File: src/rtl/skrf_pkg.sv
// Shared types and constants for the scalar Kalman rate fuser.
`timescale 1ns / 1ps
package skrf_pkg;

  localparam int RATE_W   = 24;  // signed Q8.16
  localparam int VAR_W    = 32;  // unsigned Q16.16
  localparam int DEN_W    = VAR_W + 1;
  localparam int ACC_W    = 58;  // mv*est + var*gyro
  localparam int MUL_W    = VAR_W + 1;
  localparam int PROD_W   = 2 * MUL_W;
  localparam int EST_Q    = 24;  // quotient bits of the estimate division
  localparam int VAR_Q    = 32;  // quotient bits of the variance division
  localparam int CNT_W    = 5;
  localparam int APB_AW   = 4;
  localparam int APB_DW   = 32;

  localparam logic [1:0] REG_PROCESS = 2'd0;
  localparam logic [1:0] REG_MEASURE = 2'd1;
  localparam logic [1:0] REG_START   = 2'd2;

  localparam logic [VAR_W-1:0] PROCESS_VAR_RST = 32'd262144;
  localparam logic [VAR_W-1:0] MEASURE_VAR_RST = 32'd32768;
  localparam logic [VAR_W-1:0] START_VAR_RST   = 32'd65536000;

  localparam logic OP_GYRO = 1'b0;
  localparam logic OP_ODOM = 1'b1;

  localparam logic signed [RATE_W-1:0] RATE_MAX = 24'sh7FFFFF;
  localparam logic signed [RATE_W-1:0] RATE_MIN = 24'sh800000;

  typedef struct packed {
    logic load_gyro;
    logic seed;
    logic predict;
    logic mul_a;
    logic mul_b;
    logic sum;
    logic zero_var;
    logic dload_e;
    logic div_step;
    logic fin_e;
    logic dload_v;
    logic fin_v;
    logic emit;
  } cmd_t;

  typedef struct packed {
    logic first;
    logic d_zero;
  } status_t;

endpackage

File: src/rtl/skrf_cfg.sv
// APB configuration registers of the rate fuser.
`timescale 1ns / 1ps
module skrf_cfg (
  input  logic                          clk,
  input  logic                          rst,
  input  logic                          psel,
  input  logic                          penable,
  input  logic                          pwrite,
  input  logic [skrf_pkg::APB_AW-1:0]   paddr,
  input  logic [skrf_pkg::APB_DW-1:0]   pwdata,
  output logic [skrf_pkg::APB_DW-1:0]   prdata,
  output logic                          pready,
  output logic [skrf_pkg::VAR_W-1:0]    process_var,
  output logic [skrf_pkg::VAR_W-1:0]    measure_var
);
  import skrf_pkg::*;

  logic [VAR_W-1:0] start_var;
  logic             wr_en;
  logic [1:0]       reg_idx;

  assign pready  = 1'b1;
  assign wr_en   = psel & penable & pwrite;
  assign reg_idx = paddr[3:2];

  // start_var is read/write but unused; reset reloads the filter variance from its default
  always_ff @(posedge clk) begin
    if (rst) begin
      process_var <= PROCESS_VAR_RST;
      measure_var <= MEASURE_VAR_RST;
      start_var   <= START_VAR_RST;
    end else if (wr_en) begin
      unique case (reg_idx)
        REG_PROCESS: process_var <= pwdata;
        REG_MEASURE: measure_var <= pwdata;
        REG_START:   start_var   <= pwdata;
        default: ;
      endcase
    end
  end

  always_comb begin
    unique case (reg_idx)
      REG_PROCESS: prdata = process_var;
      REG_MEASURE: prdata = measure_var;
      REG_START:   prdata = start_var;
      default:     prdata = '0;
    endcase
  end

endmodule

File: config.mk
export PLATFORM = sky130hd
export DESIGN_NAME = skrf_cfg
export DESIGN_NICKNAME = d
export VERILOG_FILES = /design/src/rtl/skrf_pkg.sv /design/src/rtl/skrf_cfg.sv
export SDC_FILE = /design/constraint.sdc
export NUM_CORES = 1
export LEC_CHECK = 0
export ABC_AREA = 1
export BUFFER_PORTS_ARGS = -buffer_cell sky130_fd_sc_hd__buf_2
export CORE_MARGIN = 1
export CORE_UTILIZATION = 40
export CTS_CLUSTER_SIZE = 10
export DETAILED_ROUTE_END_ITERATION = 10
export PLACE_DENSITY = 0.63
export REMOVE_ABC_BUFFERS = 1
export SYNTH_ARGS = -nofsm -noshare
export SYNTH_HDL_FRONTEND = slang
export SYNTH_SLANG_ARGS = --single-unit
File: constraint.sdc
create_clock -name clk -period 1.05 [get_ports clk]
set_input_delay 0.1575 -clock clk [delete_from_list [all_inputs] [get_ports clk]]
set_output_delay 0.1575 -clock clk [all_outputs]
set_load 0.01 [all_outputs]
==> metrics list <==
* Largest delay contributor family on the critical path: buffers and inverters
- Hold Vio Cnt, Final: 0
- Total number of cells along the worst setup path: 7
* Final number of setup-violating endpoints: 37
- The worst hold path terminates at start_var[22].
- In this run the critical register-to-register path is launched from process_var[10].
- Final worst path period share: 1.10
* Violated checks: negative setup slack
* Global-route wire length before repair: roughly 21 mm
- For the final routed database, the setup TNS stands at -2240 ps.
- Total vias in the final route: between 4000 and 5000
- Overall die width: between 100 and 150 um
- HPWL after DPL: a little under 8 mm
- Layout Utilization: 0.637
* Worst clock skew: 0 ps
* Synth warn: 0
* Aggregate routed wire length: 14.8 mm
* I/O pin cnt: between 100 and 150
- The startpoint identified for the worst hold timing path is pwdata[22].
- Vertical die dimension: 109 um
- Last weighted congestion value of the routability-driven placer: just under 0.8
* DIE AREA: roughly 0.012 mm2
- Adder-cell area share of the yosys netlist: 0
- Distinct cells, synth: 18
- Skew-Pair Late Insertion Delay: 340 ps
- Outcome: finished with violations
* Delay of the slowest cell on the worst path: ~180 ps
- In the final layout, the share of cells above drive strength 1 is 0.463.
* Initial DRT Pass Iterations: 4
- Maximum number of pins on one net before global-route repair: 50
- The portion of synthesized area spent on multiplexers is 0.
- Clock-pin transition on the worst setup and hold timing paths: about 60 ps
- Routed wire per std cell: approximately 15 um
- The initial utilization of the core area, before any placement, comes to 0.415.
- Max-slew violation count: 0
* Critical Path End Type: output port
* Cells traversed along the worst timing path: buf_12 -> nor2_4 -> buf_12 -> clkbuf_16 -> nand2_1 -> nand3_1 -> buf_2
- Power per cell area: between 1000 and 1500 mW/mm2
- Number of flip-flops and latches in the synthesized netlist: 96
* CP startpoint kind: input pin
* Total power: 8.71 mW
- Final Worst Setup Slack: -106 ps
- Compared with the post-synthesis result, the final layout area differs by 53.5%.
- Avg Cell Area, Syn: between 6 and 7 um2
* Placement Rows: 38
- Critical path fanouts, max: 8
- Floorplan core area: ~0.011 mm2
- Clock tree from TritonCTS: yes
- Min-Delay Path Class: input pin to flip-flop
- Measured in cells, the most critical reg-to-reg path has a length of 3.
- Critical path type: input pin to output port
* Sequential fraction of the synthesis area: 0.423
- For the worst setup path, the data arrival time is 1000 ps.
- Clock root buffer master: clkbuf_16
- The setup check on the worst reg-to-reg path leaves a slack of around 300 ps.
- Across the run, the number of max-cap violations was 0.
- Hold buffers post-CTS: 0
* Final critical path time including I/O delays and setup: about 1200 ps
* Port Buf Inserts: between 100 and 150
- Unrepaired setup endpoints after global routing: true
* Post-Synthesis Cell Area: 0.00454 mm2
- Max H-tree Level: 3
* Max Clock Freq: roughly 0.87 GHz
- At the end of the flow, the number of nets in the layout was approximately 900.
- The worst register-to-register path ends at process_var[10].
- CTS Buf Count: 9
* Buffer depth of the longest clock path: 2
- The critical path contains buffers and inverters numbering 4 combined.
- Area fraction in and, or, nand and nor cells after synthesis: 0.473
* Highest-delay cell along the critical path: clkbuf_16
* Average vias per placed instance: between 4 and 5
- Required time of the critical path: 890 ps
- Depth of the worst hold-timing path: 3
* Synthesized-area fraction occupied by ao, oa, aoi and oai cells: 0.00220
- In this run the static leakage power is around 3.6 nW.
- After detailed routing, the number of remaining DRC violations is 0.
- Main combinational cell family by area after synthesis: simple AND/OR/NAND/NOR gates
* # clock sinks: 96
- Across the VDD grid, the largest voltage drop is 0.650 mV.
- Remaining Overflow, GRT: 0
* XOR/XNOR share of the synthesized area: 0
* Initial antenna violation count: 0
- Across every metal layer, demand over resource in global routing totals 0.229.
- The detail route stage leaves a number of antenna-violating nets equal to 0.
* Dominant cell type by count on the critical path: buf_12
- Prior to clock tree synthesis, the placed netlist has a worst setup slack of -170 ps.
* Tightest hold margin: roughly 54 ps
* Number of instances in the synthesized netlist: about 700
- The repair_antennas step left the layout with diodes totalling 0.
* Iteration-0 DRC Markers: approximately 220
* Vias in the first global route: 4187
==> registers in the layout, summed over array words and instances (netlist names) <==
| signal | count |
|---|---|
| measure_var | 32 |
| process_var | 32 |
| start_var | 32 |
==> power breakdown <==
part           internal [mW]  total, mW  switching, mW
clock                   2.20       3.61           1.41
sequential              3.73       3.80         0.0677
combinational          0.610       1.30          0.693
==> cell type report <==
class	instances	area (um2)
fill	992	3970
multi-input combinational	518	2520
sequential	96	2030
timing repair buffer	196	1780
clock buffer	12	256
tap	140	175
inverter	36	145
clock inverter	3	65.1
==> stage by stage <==
stage / cells / cell area [um2]
CTS: 987 / 6280
global placement: 952 / 5440
detailed placement: 952 / 5440
finish: 1001 / 6970
global route: 1001 / 6970
floorplan: 650 / 4220
==> repair_timing <==
item,CTS,global route
gates resized for setup,80,156
buffers inserted,15,9
endpoints found under the setup margin,34,44
pin swaps,21,55
cloned,6,6
==> how the worst max path moves through the flow <==
stage | start | end
2_1_floorplan | rst | measure_var[0]
3_3_place_gp | paddr[2] | prdata[17]
3_5_place_dp | paddr[3] | measure_var[14]
4_1_cts | paddr[2] | prdata[6]
5_1_grt | paddr[3] | prdata[31]
6_report | paddr[3] | prdata[31]
==> Yosys cell counts <==
library cell / count / area (um2)
nand3_1: 128 / 641
inv_2: 3 / 11.3
nand3_2: 1 / 10.0
conb_1: 1 / 3.75
clkbuf_1: 2 / 7.51
nor2_4: 6 / 67.6
clkinv_1: 1 / 3.75
nor2_2: 1 / 6.26
buf_1: 9 / 33.8
buf_6: 13 / 146
nor2_1: 176 / 661
nand2_2: 1 / 6.26
inv_1: 32 / 120
nand2_1: 202 / 758
o21ai_0: 2 / 10.0
buf_2: 16 / 80.1
dfxtp_1: 96 / 1920
buf_4: 7 / 52.6
==> worst reg2reg max path, stage by stage (launching register included) <==
cell     delay (ps)
dfxtp_4         360
buf_4           130
nor2_1           90
nor2_1           60
==> per-layer routing <==
metal	track usage	part of all wire
met5	0	0
met4	0.0772	0.017
met3	0.0283	0.074
met2	0.359	0.46
met1	0.322	0.45
==> cells by family (layout without fill, tap and decap cells) <==
logic type             count (synthesis)  count (layout)
buffers and inverters                 83             247
AND/OR/NAND/NOR                      515             515
AO/OA/AOI/OAI                          2               2
other                                  1               1
flip-flops                            96              96
==> cell usage in the layout (no fill, tap or decap), types with 2 or more instances in the layout <==
cell type / n
nor2_1: 176
nand2_1: 133
buf_2: 106
nand3_1: 102
dfxtp_2: 79
nand2_2: 61
inv_1: 32
buf_6: 31
buf_4: 28
nand3_2: 27
buf_12: 19
clkbuf_16: 15
dfxtp_1: 15
nand2_4: 9
nor2_4: 7
buf_16: 3
inv_2: 2
o21ai_0: 2
bufinv_16: 2
clkbuf_8: 2
bufbuf_16: 2
dfxtp_4: 2
Power figures use the tool's default switching activity.
