[src/rtl/skrf_pkg.sv]
// Shared types and constants for the scalar Kalman rate fuser.
`timescale 1ns / 1ps
package skrf_pkg;

  localparam int RATE_W   = 24;  // signed Q8.16
  localparam int VAR_W    = 32;  // unsigned Q16.16
  localparam int DEN_W    = VAR_W + 1;
  localparam int ACC_W    = 58;  // mv*est + var*gyro
  localparam int MUL_W    = VAR_W + 1;
  localparam int PROD_W   = 2 * MUL_W;
  localparam int EST_Q    = 24;  // quotient bits of the estimate division
  localparam int VAR_Q    = 32;  // quotient bits of the variance division
  localparam int CNT_W    = 5;
  localparam int APB_AW   = 4;
  localparam int APB_DW   = 32;

  localparam logic [1:0] REG_PROCESS = 2'd0;
  localparam logic [1:0] REG_MEASURE = 2'd1;
  localparam logic [1:0] REG_START   = 2'd2;

  localparam logic [VAR_W-1:0] PROCESS_VAR_RST = 32'd262144;
  localparam logic [VAR_W-1:0] MEASURE_VAR_RST = 32'd32768;
  localparam logic [VAR_W-1:0] START_VAR_RST   = 32'd65536000;

  localparam logic OP_GYRO = 1'b0;
  localparam logic OP_ODOM = 1'b1;

  localparam logic signed [RATE_W-1:0] RATE_MAX = 24'sh7FFFFF;
  localparam logic signed [RATE_W-1:0] RATE_MIN = 24'sh800000;

  typedef struct packed {
    logic load_gyro;
    logic seed;
    logic predict;
    logic mul_a;
    logic mul_b;
    logic sum;
    logic zero_var;
    logic dload_e;
    logic div_step;
    logic fin_e;
    logic dload_v;
    logic fin_v;
    logic emit;
  } cmd_t;

  typedef struct packed {
    logic first;
    logic d_zero;
  } status_t;

endpackage

[src/rtl/skrf_ctrl.sv]
// Controller: input and output handshakes and the step sequence of one update.
`timescale 1ns / 1ps
module skrf_ctrl (
  input  logic               clk,
  input  logic               rst,
  input  logic               in_valid,
  output logic               in_stall,
  input  logic               opcode,
  output logic               out_valid,
  input  logic               out_stall,
  input  skrf_pkg::status_t  status,
  output skrf_pkg::cmd_t     cmd
);
  import skrf_pkg::*;

  typedef enum logic [11:0] {
    S_IDLE    = 12'b000000000001,
    S_PRED    = 12'b000000000010,
    S_MUL_A   = 12'b000000000100,
    S_MUL_B   = 12'b000000001000,
    S_SUM     = 12'b000000010000,
    S_DLOAD_E = 12'b000000100000,
    S_DIV_E   = 12'b000001000000,
    S_FIN_E   = 12'b000010000000,
    S_DLOAD_V = 12'b000100000000,
    S_DIV_V   = 12'b001000000000,
    S_FIN_V   = 12'b010000000000,
    S_EMIT    = 12'b100000000000
  } state_t;

  state_t           state;
  state_t           state_next;
  logic [CNT_W-1:0] cnt;
  logic [CNT_W-1:0] cnt_next;
  logic             out_valid_next;

  assign in_stall = (state != S_IDLE);

  always_comb begin
    state_next = state;
    cnt_next   = cnt;
    cmd        = '0;
    unique case (state)
      S_IDLE: begin
        if (in_valid) begin
          if (opcode == OP_GYRO) begin
            cmd.load_gyro = 1'b1;
          end else if (status.first) begin
            cmd.seed = 1'b1;
          end else begin
            state_next = S_PRED;
          end
        end
      end
      S_PRED: begin
        cmd.predict = 1'b1;
        state_next  = S_MUL_A;
      end
      S_MUL_A: begin
        cmd.mul_a  = 1'b1;
        state_next = S_MUL_B;
      end
      S_MUL_B: begin
        cmd.mul_b  = 1'b1;
        state_next = S_SUM;
      end
      S_SUM: begin
        cmd.sum = 1'b1;
        // both variances zero: keep the predicted estimate, clear the variance
        if (status.d_zero) begin
          cmd.zero_var = 1'b1;
          state_next   = S_EMIT;
        end else begin
          state_next = S_DLOAD_E;
        end
      end
      S_DLOAD_E: begin
        cmd.dload_e = 1'b1;
        cnt_next    = '0;
        state_next  = S_DIV_E;
      end
      S_DIV_E: begin
        cmd.div_step = 1'b1;
        cnt_next     = cnt + 1'b1;
        if (cnt == CNT_W'(EST_Q - 1)) begin
          state_next = S_FIN_E;
        end
      end
      S_FIN_E: begin
        cmd.fin_e  = 1'b1;
        state_next = S_DLOAD_V;
      end
      S_DLOAD_V: begin
        cmd.dload_v = 1'b1;
        cnt_next    = '0;
        state_next  = S_DIV_V;
      end
      S_DIV_V: begin
        cmd.div_step = 1'b1;
        cnt_next     = cnt + 1'b1;
        if (cnt == CNT_W'(VAR_Q - 1)) begin
          state_next = S_FIN_V;
        end
      end
      S_FIN_V: begin
        cmd.fin_v  = 1'b1;
        state_next = S_EMIT;
      end
      S_EMIT: begin
        // wait only if the previous beat is still held
        if (!out_valid || !out_stall) begin
          cmd.emit   = 1'b1;
          state_next = S_IDLE;
        end
      end
      default: begin
        state_next = S_IDLE;
      end
    endcase
  end

  always_comb begin
    if (cmd.emit) begin
      out_valid_next = 1'b1;
    end else if (!out_stall) begin
      out_valid_next = 1'b0;
    end else begin
      out_valid_next = out_valid;
    end
  end

  always_ff @(posedge clk) begin
    if (rst) begin
      state     <= S_IDLE;
      cnt       <= '0;
      out_valid <= 1'b0;
    end else begin
      state     <= state_next;
      cnt       <= cnt_next;
      out_valid <= out_valid_next;
    end
  end

endmodule

[config.mk]
export PLATFORM = sky130hd
export DESIGN_NAME = skrf_ctrl
export DESIGN_NICKNAME = d
export VERILOG_FILES = /design/src/rtl/skrf_pkg.sv /design/src/rtl/skrf_ctrl.sv
export SDC_FILE = /design/constraint.sdc
export NUM_CORES = 1
export LEC_CHECK = 0
export ABC_AREA = 1
export BUFFER_PORTS_ARGS = -buffer_cell sky130_fd_sc_hd__buf_2
export CAP_MARGIN = 15
export CORE_MARGIN = 2
export CORE_UTILIZATION = 50
export CTS_CLUSTER_SIZE = 25
export DETAILED_ROUTE_END_ITERATION = 7
export GPL_ROUTABILITY_DRIVEN = 0
export PLACE_DENSITY = 0.75
export SLEW_MARGIN = 25
export SYNTH_ARGS = -nofsm -noshare
export SYNTH_HDL_FRONTEND = slang
export SYNTH_SLANG_ARGS = --single-unit
export TNS_END_PERCENT = 100
[constraint.sdc]
create_clock -name clk -period 2 [get_ports clk]
set_input_delay 0.2 -clock clk [delete_from_list [all_inputs] [get_ports clk]]
set_output_delay 0.2 -clock clk [all_outputs]
set_load 0.1 [all_outputs]
==> metrics.cfg, run 1 <==
[placed_design]
hpwl_um=1980
place_area_sq_um=1320
portBuffers=21

[timing]
finalCriticalPeriod_ns=1.91
finalCritPeriodShare_pct=95.4
slew_headroom_pct=68.0
rsz0062_at_grt=false
setup_viol=0
clock.fmax_ghz=0.524
worstMarginPinSlew_ns=0.483
hold_viol=0
tns_ns=0
drv_slew=0
fin_skew_ns=0.0103

[layout]
design_area_sq_um=1400
drive_above_1_share_pct=28.9
antenna_cells=0
area_delta_synth_final_pct=19.5
finalNetCount=207

[synth]
ys_seq_area_share_pct=30.8
synth_top_cells_by_count=nand2_1 (40), inv_1 (37), nor2_1 (19), dfxtp_1 (18), nand3_1 (8)
synth-xor-area-share_pct=0.749
synth-compound-area-share_pct=4.60
synth.area.top_cells=dfxtp_1 (31%), nand2_1 (13%), inv_1 (12%)
synth_area_sq_um=1170
synthCells=174
ys_warn_count=0
synthFlopType=dfxtp_1
yosysMostFrequentCell=nand2_1
synth_edf_count=0
synth_top_family_by_area=simple AND/OR/NAND/NOR gates
synth_nets=183
synth-simple-area-share_pct=47.6
syn_avg_cell_area_sq_um=6.72
synth_fa_ha_area_share_pct=2.14
synth.area.mux_share_pct=0
synth_cell_type_count=24
synth_top_cell_area_share_pct=30.8
ys_ff_latch=18
async_flop_share_pct=0
synth_top_cell_by_area=dfxtp_1

[hold_path]
min_from=status[0]
whs_path_depth=2
min_path_type=input pin to flip-flop
worstHoldEndpoint=state[5]$_SDFFE_PP0P_

[critical_path]
r2r_slack_ns=0.39
end_kind=output port
critPathLaunchType=flip-flop
reg2reg_depth=10
rr_startpoint=cnt[0]$_SDFFE_PP0P_
crit_type=flip-flop to output port
required_ns=1.80
crit_start=state[2]$_SDFFE_PP0P_
worstPathArrival_ns=1.71
regToRegEndpoint=state[7]$_SDFFE_PP0P_
cp_max_fo=6

[power_and_ir_drop]
peakVddDrop_v=0.00137
switching_share_pct=53.4
pwr-share-comb_pct=59.5
p_switching_mw=0.867
p_seq_share_pct=26.3
p_per_area_nw_per_um2=1160
p_leak_nw=0.774
power_frac_clock_pct=14.2
power.internal_mw=0.758

[clocking]
cts_buffers=3
cts_root_buf=clkbuf_4
htree_levels=1
clkLatencyLatePin_ns=0.30
cts_hold_buf=0
cts_tree=yes
numClockSinks=18
cts.clk_slew.worst_paths_ns=0.11
cts_buffer_depth=2

[die]
die_w_um=52.3
pin_count=22
initial_core_util_pct=52.8
core_region_area_sq_um=2210
row_count=17
dieArea_sq_um=2740
dieHeight_um=52.3

[route]
wl_per_cell_um=11.2
dr.pass1.iters=4
drt-vias-per-instance=4.90
first_iter_violations=15
finalWirelength_um=2530
vias=1103
drc_errors=0
ant_nets=0

[global_routing]
grt_pass1_vias=1022
grt_max_degree=12
grt_pass1_wl_um=4110
antenna_found_initial=0
overflow=0
grt_usage_pct=20.2

[run]
cap_violations=0

[run_status]
outcome=finished clean

==> timing repair <==
action | in CTS | in global routing
gates resized for setup | 4 | 8
setup buffers | 0 | 1
pin swaps | 0 | 1
setup endpoints to repair | 4 | 10
==> placed cells by master (no fill, tap or decap), types with 2 or more instances in the layout <==
cell type	instances
nor2_4	6
nor3_2	2
a21oi_1	7
nand3_1	8
nor2_1	16
inv_1	37
buf_2	9
dfxtp_1	18
nor3_1	3
ha_1	2
nand2_1	39
nor2_2	6
nand2_2	8
nand2_4	2
nand3_2	4
o21ai_0	2
buf_4	5
nand4_1	6
clkbuf_4	10
==> sequential cells by signal, indices dropped and copies added (netlist names) <==
signal     flops
cnt            5
out_valid      1
state         12
==> power by group through the flow <==
stage	clock (mW)	combinational, mW	sequential (mW)
2_1_floorplan	0	0.793	0.427
3_3_place_gp	0	0.924	0.430
3_5_place_dp	0	0.945	0.433
4_1_cts	0.240	0.951	0.426
5_1_grt	0.252	1.03	0.432
6_report	0.231	0.967	0.427
==> through the flow <==
stage	setup WS [ns]	cells	utilization (%)	power (mW)	hold slack (ns)
final	0.0924	225	63.1	1.62	0.0820
after CTS	0.0316	224	61.9	1.62	0.0721
after global placement	0.363	220	59.8	1.35	0.410
after floorplan	-0.311	174	-	1.22	0.279
after global routing	0.00195	225	63.1	1.71	0.0781
after detailed placement	0.320	220	59.8	1.38	0.407
==> worst max-delay path by stage <==
stage	end	slack [ns]	cells past startpoint
floorplan	state[2]$_SDFFE_PP0P_	-0.31	7
detailed placement	cmd[10]	0.32	6
global route	cmd[12]	0.002	6
finish	cmd[5]	0.09	6
global placement	cmd[9]	0.36	6
CTS	cmd[7]	0.03	6
==> critical path, cell delays in order, from the launching register on <==
cell	delay (ns)
dfxtp_1	0.35
nor2_2	0.17
nand2_4	0.11
nor2_4	0.20
nand2_2	0.10
inv_1	0.06
buf_2	0.41
==> layer usage <==
| metal | global-route usage, % | wire [um] | vias to the layer above |
|---|---|---|---|
| met5 | 0 | 0 | - |
| met1 | 22.0 | 1090 | 496 |
| met3 | 3.71 | 77 | 7 |
| met2 | 36.5 | 1300 | 22 |
| li1 | - | - | 578 |
| met4 | 10.7 | 59 | 0 |
==> area by class of cell <==
type | instances | area, sq um
fill | 220 | 816
multi-input combinational | 116 | 671
sequential | 18 | 360
timing repair buffer | 22 | 155
inverter | 37 | 139
clock buffer | 4 | 36.3
tap | 28 | 35.0
==> cells by family after synthesis <==
group                      after synthesis
AOI/OAI and AO/OA                       10
adders and majority gates                2
buffers and inverters                   40
DFF                                     18
and+or+nand+nor                        103
xor gates and xnor gates                 1
Power figures use the tool's default switching activity.
==> inputs of run 2 (changes only) <==
- CTS_BUF_LIST: default -> sky130_fd_sc_hd__clkbuf_8
==> metrics.cfg, run 2 (same netlist as run 1, synthesis figures left out) <==
[die]
dieArea_sq_um=2740  ; unchanged
pin_count=22  ; unchanged
core_region_area_sq_um=2210  ; unchanged
initial_core_util_pct=52.8  ; unchanged
die_w_um=52.3  ; unchanged
row_count=17  ; unchanged
dieHeight_um=52.3  ; unchanged

[route]
dr.pass1.iters=4  ; unchanged
drt-vias-per-instance=4.92  ; +0.26%
wl_per_cell_um=11.2  ; +0.13%
vias=1101  ; -0.18%
finalWirelength_um=2520  ; -0.32%
first_iter_violations=15  ; unchanged
drc_errors=0  ; unchanged
ant_nets=0  ; unchanged

[critical_path]
end_kind=output port
crit_type=flip-flop to output port
cp_max_fo=7  ; +1
critPathLaunchType=flip-flop
reg2reg_depth=10  ; unchanged
worstPathArrival_ns=1.71  ; about the same
required_ns=1.80  ; about the same

[layout]
area_delta_synth_final_pct=19.0
multi_input_area_sq_um=668  ; -0.37%
drive_above_1_share_pct=28.1  ; -0.87 points
largest_reg_flops=12  ; unchanged
design_area_sq_um=1390  ; -0.45%
antenna_cells=0  ; unchanged
top_register=state
final-seq-area_sq_um=360  ; unchanged
fillerInstances=214  ; -2.7%
largestRegisters=state x12, cnt x5, out_valid x1
finalNetCount=206  ; -0.48%
utilization_pct=62.8  ; -0.28 points
layout.cells.non_filler=224  ; -0.44%
layout_common_cells=nand2_1 (39), inv_1 (37), dfxtp_1 (18)
final_common_cell=nand2_1

[global_routing]
grt_usage_pct=21.1  ; +0.90 points
grt_max_degree=12  ; unchanged
grt_pass1_vias=1046  ; +2.3%
grt_pass1_wl_um=4210  ; +2.4%
antenna_found_initial=0  ; unchanged
overflow=0  ; unchanged

[timing]
finalCritPeriodShare_pct=95.3  ; about the same
rsz0062_at_grt=false
tns_ns=0  ; unchanged
slew_headroom_pct=67.8  ; -0.14 points
fin_ws_ns=0.0937  ; +0.00133 ns
drv_slew=0  ; unchanged
fin_skew_ns=0.00622  ; -0.00403 ns
finalCriticalPeriod_ns=1.91  ; -0.00133 ns
setup_viol=0  ; unchanged
clock.fmax_ghz=0.525  ; about the same
hold_viol=0  ; unchanged
worstMarginPinSlew_ns=0.486  ; +0.00211 ns

[clocking]
htree_levels=1  ; unchanged
clkLatencyLatePin_ns=0.26  ; -0.04 ns
cts_tree=yes
cts.clk_slew.worst_paths_ns=0.08  ; -0.03 ns
cts_root_buf=clkbuf_8
cts_buffer_depth=2  ; unchanged
numClockSinks=18  ; unchanged
cts_buffers=3  ; unchanged
cts_setup_buffers=0  ; unchanged

[hold_path]
min_path_type=input pin to flip-flop
whs_path_depth=2  ; unchanged

[placed_design]
portBuffers=21  ; unchanged
hpwl_um=1980  ; unchanged
place_area_sq_um=1320  ; unchanged
pre_cts_ws_ns=0.320  ; unchanged
place_inst=220  ; unchanged

[power_and_ir_drop]
p_per_area_nw_per_um2=1210  ; +4.1%
peakVddDrop_v=0.00131  ; -4.3%
p_leak_nw=0.778  ; +0.62%

[run]
cap_violations=0  ; unchanged

[run_status]
outcome=finished clean

==> run 2: repair_timing <==
item	CTS	global route
hold buffers	0	0
setup endpoints to repair	0	5
resized for setup	0	6
==> run 2: path summary, 6_finish.rpt <==
path / from / to / slack [ns]
max: state[6]$_SDFFE_PP0P_ / cmd[4] / 0.09
min: status[0] / state[5]$_SDFFE_PP0P_ / 0.13
max reg2reg: cnt[0]$_SDFFE_PP0P_ / state[7]$_SDFFE_PP0P_ / 0.40
min reg2reg: cnt[3]$_SDFFE_PP0P_ / cnt[3]$_SDFFE_PP0P_ / 0.46
==> run 2: critical path, stage by stage (launching register included) <==
cell,delay (ns)
dfxtp_1,0.35
nor2_2,0.19
nand2_4,0.10
nor2_8,0.17
nand2_2,0.08
nand2_1,0.11
buf_2,0.43
==> run 2: layout make-up <==
| cell class | count | area share, % |
|---|---|---|
| Multi-Input combinational cell | 116 | 48.1 |
| Clock buffer | 4 | 3.96 |
| Inverter | 37 | 9.99 |
| Sequential cell | 18 | 25.9 |
| Timing Repair Buffer | 21 | 9.54 |
| Tap cell | 28 | 2.52 |
==> run 2: where the power goes <==
part	internal [mW]	leakage, nW	switching (mW)
clock	0.175	0.0288	0.134
combinational	0.245	0.604	0.704
sequential	0.393	0.146	0.0332
==> run 2: metrics by stage <==
stage | hold slack (ns) | total power, mW
after floorplan | 0.279 | 1.22
after global placement | 0.410 | 1.35
after detailed placement | 0.407 | 1.38
after CTS | 0.129 | 1.69
after global routing | 0.140 | 1.78
final | 0.128 | 1.68
==> run 2: metal layers <==
layer | up-vias | wire (um) | GRT usage, %
li1 | 576 | - | -
met1 | 493 | 1100 | 21.8
met2 | 24 | 1270 | 37.7
met3 | 8 | 76 | 4.00
met4 | 0 | 74 | 14.5
met5 | - | 0 | 0
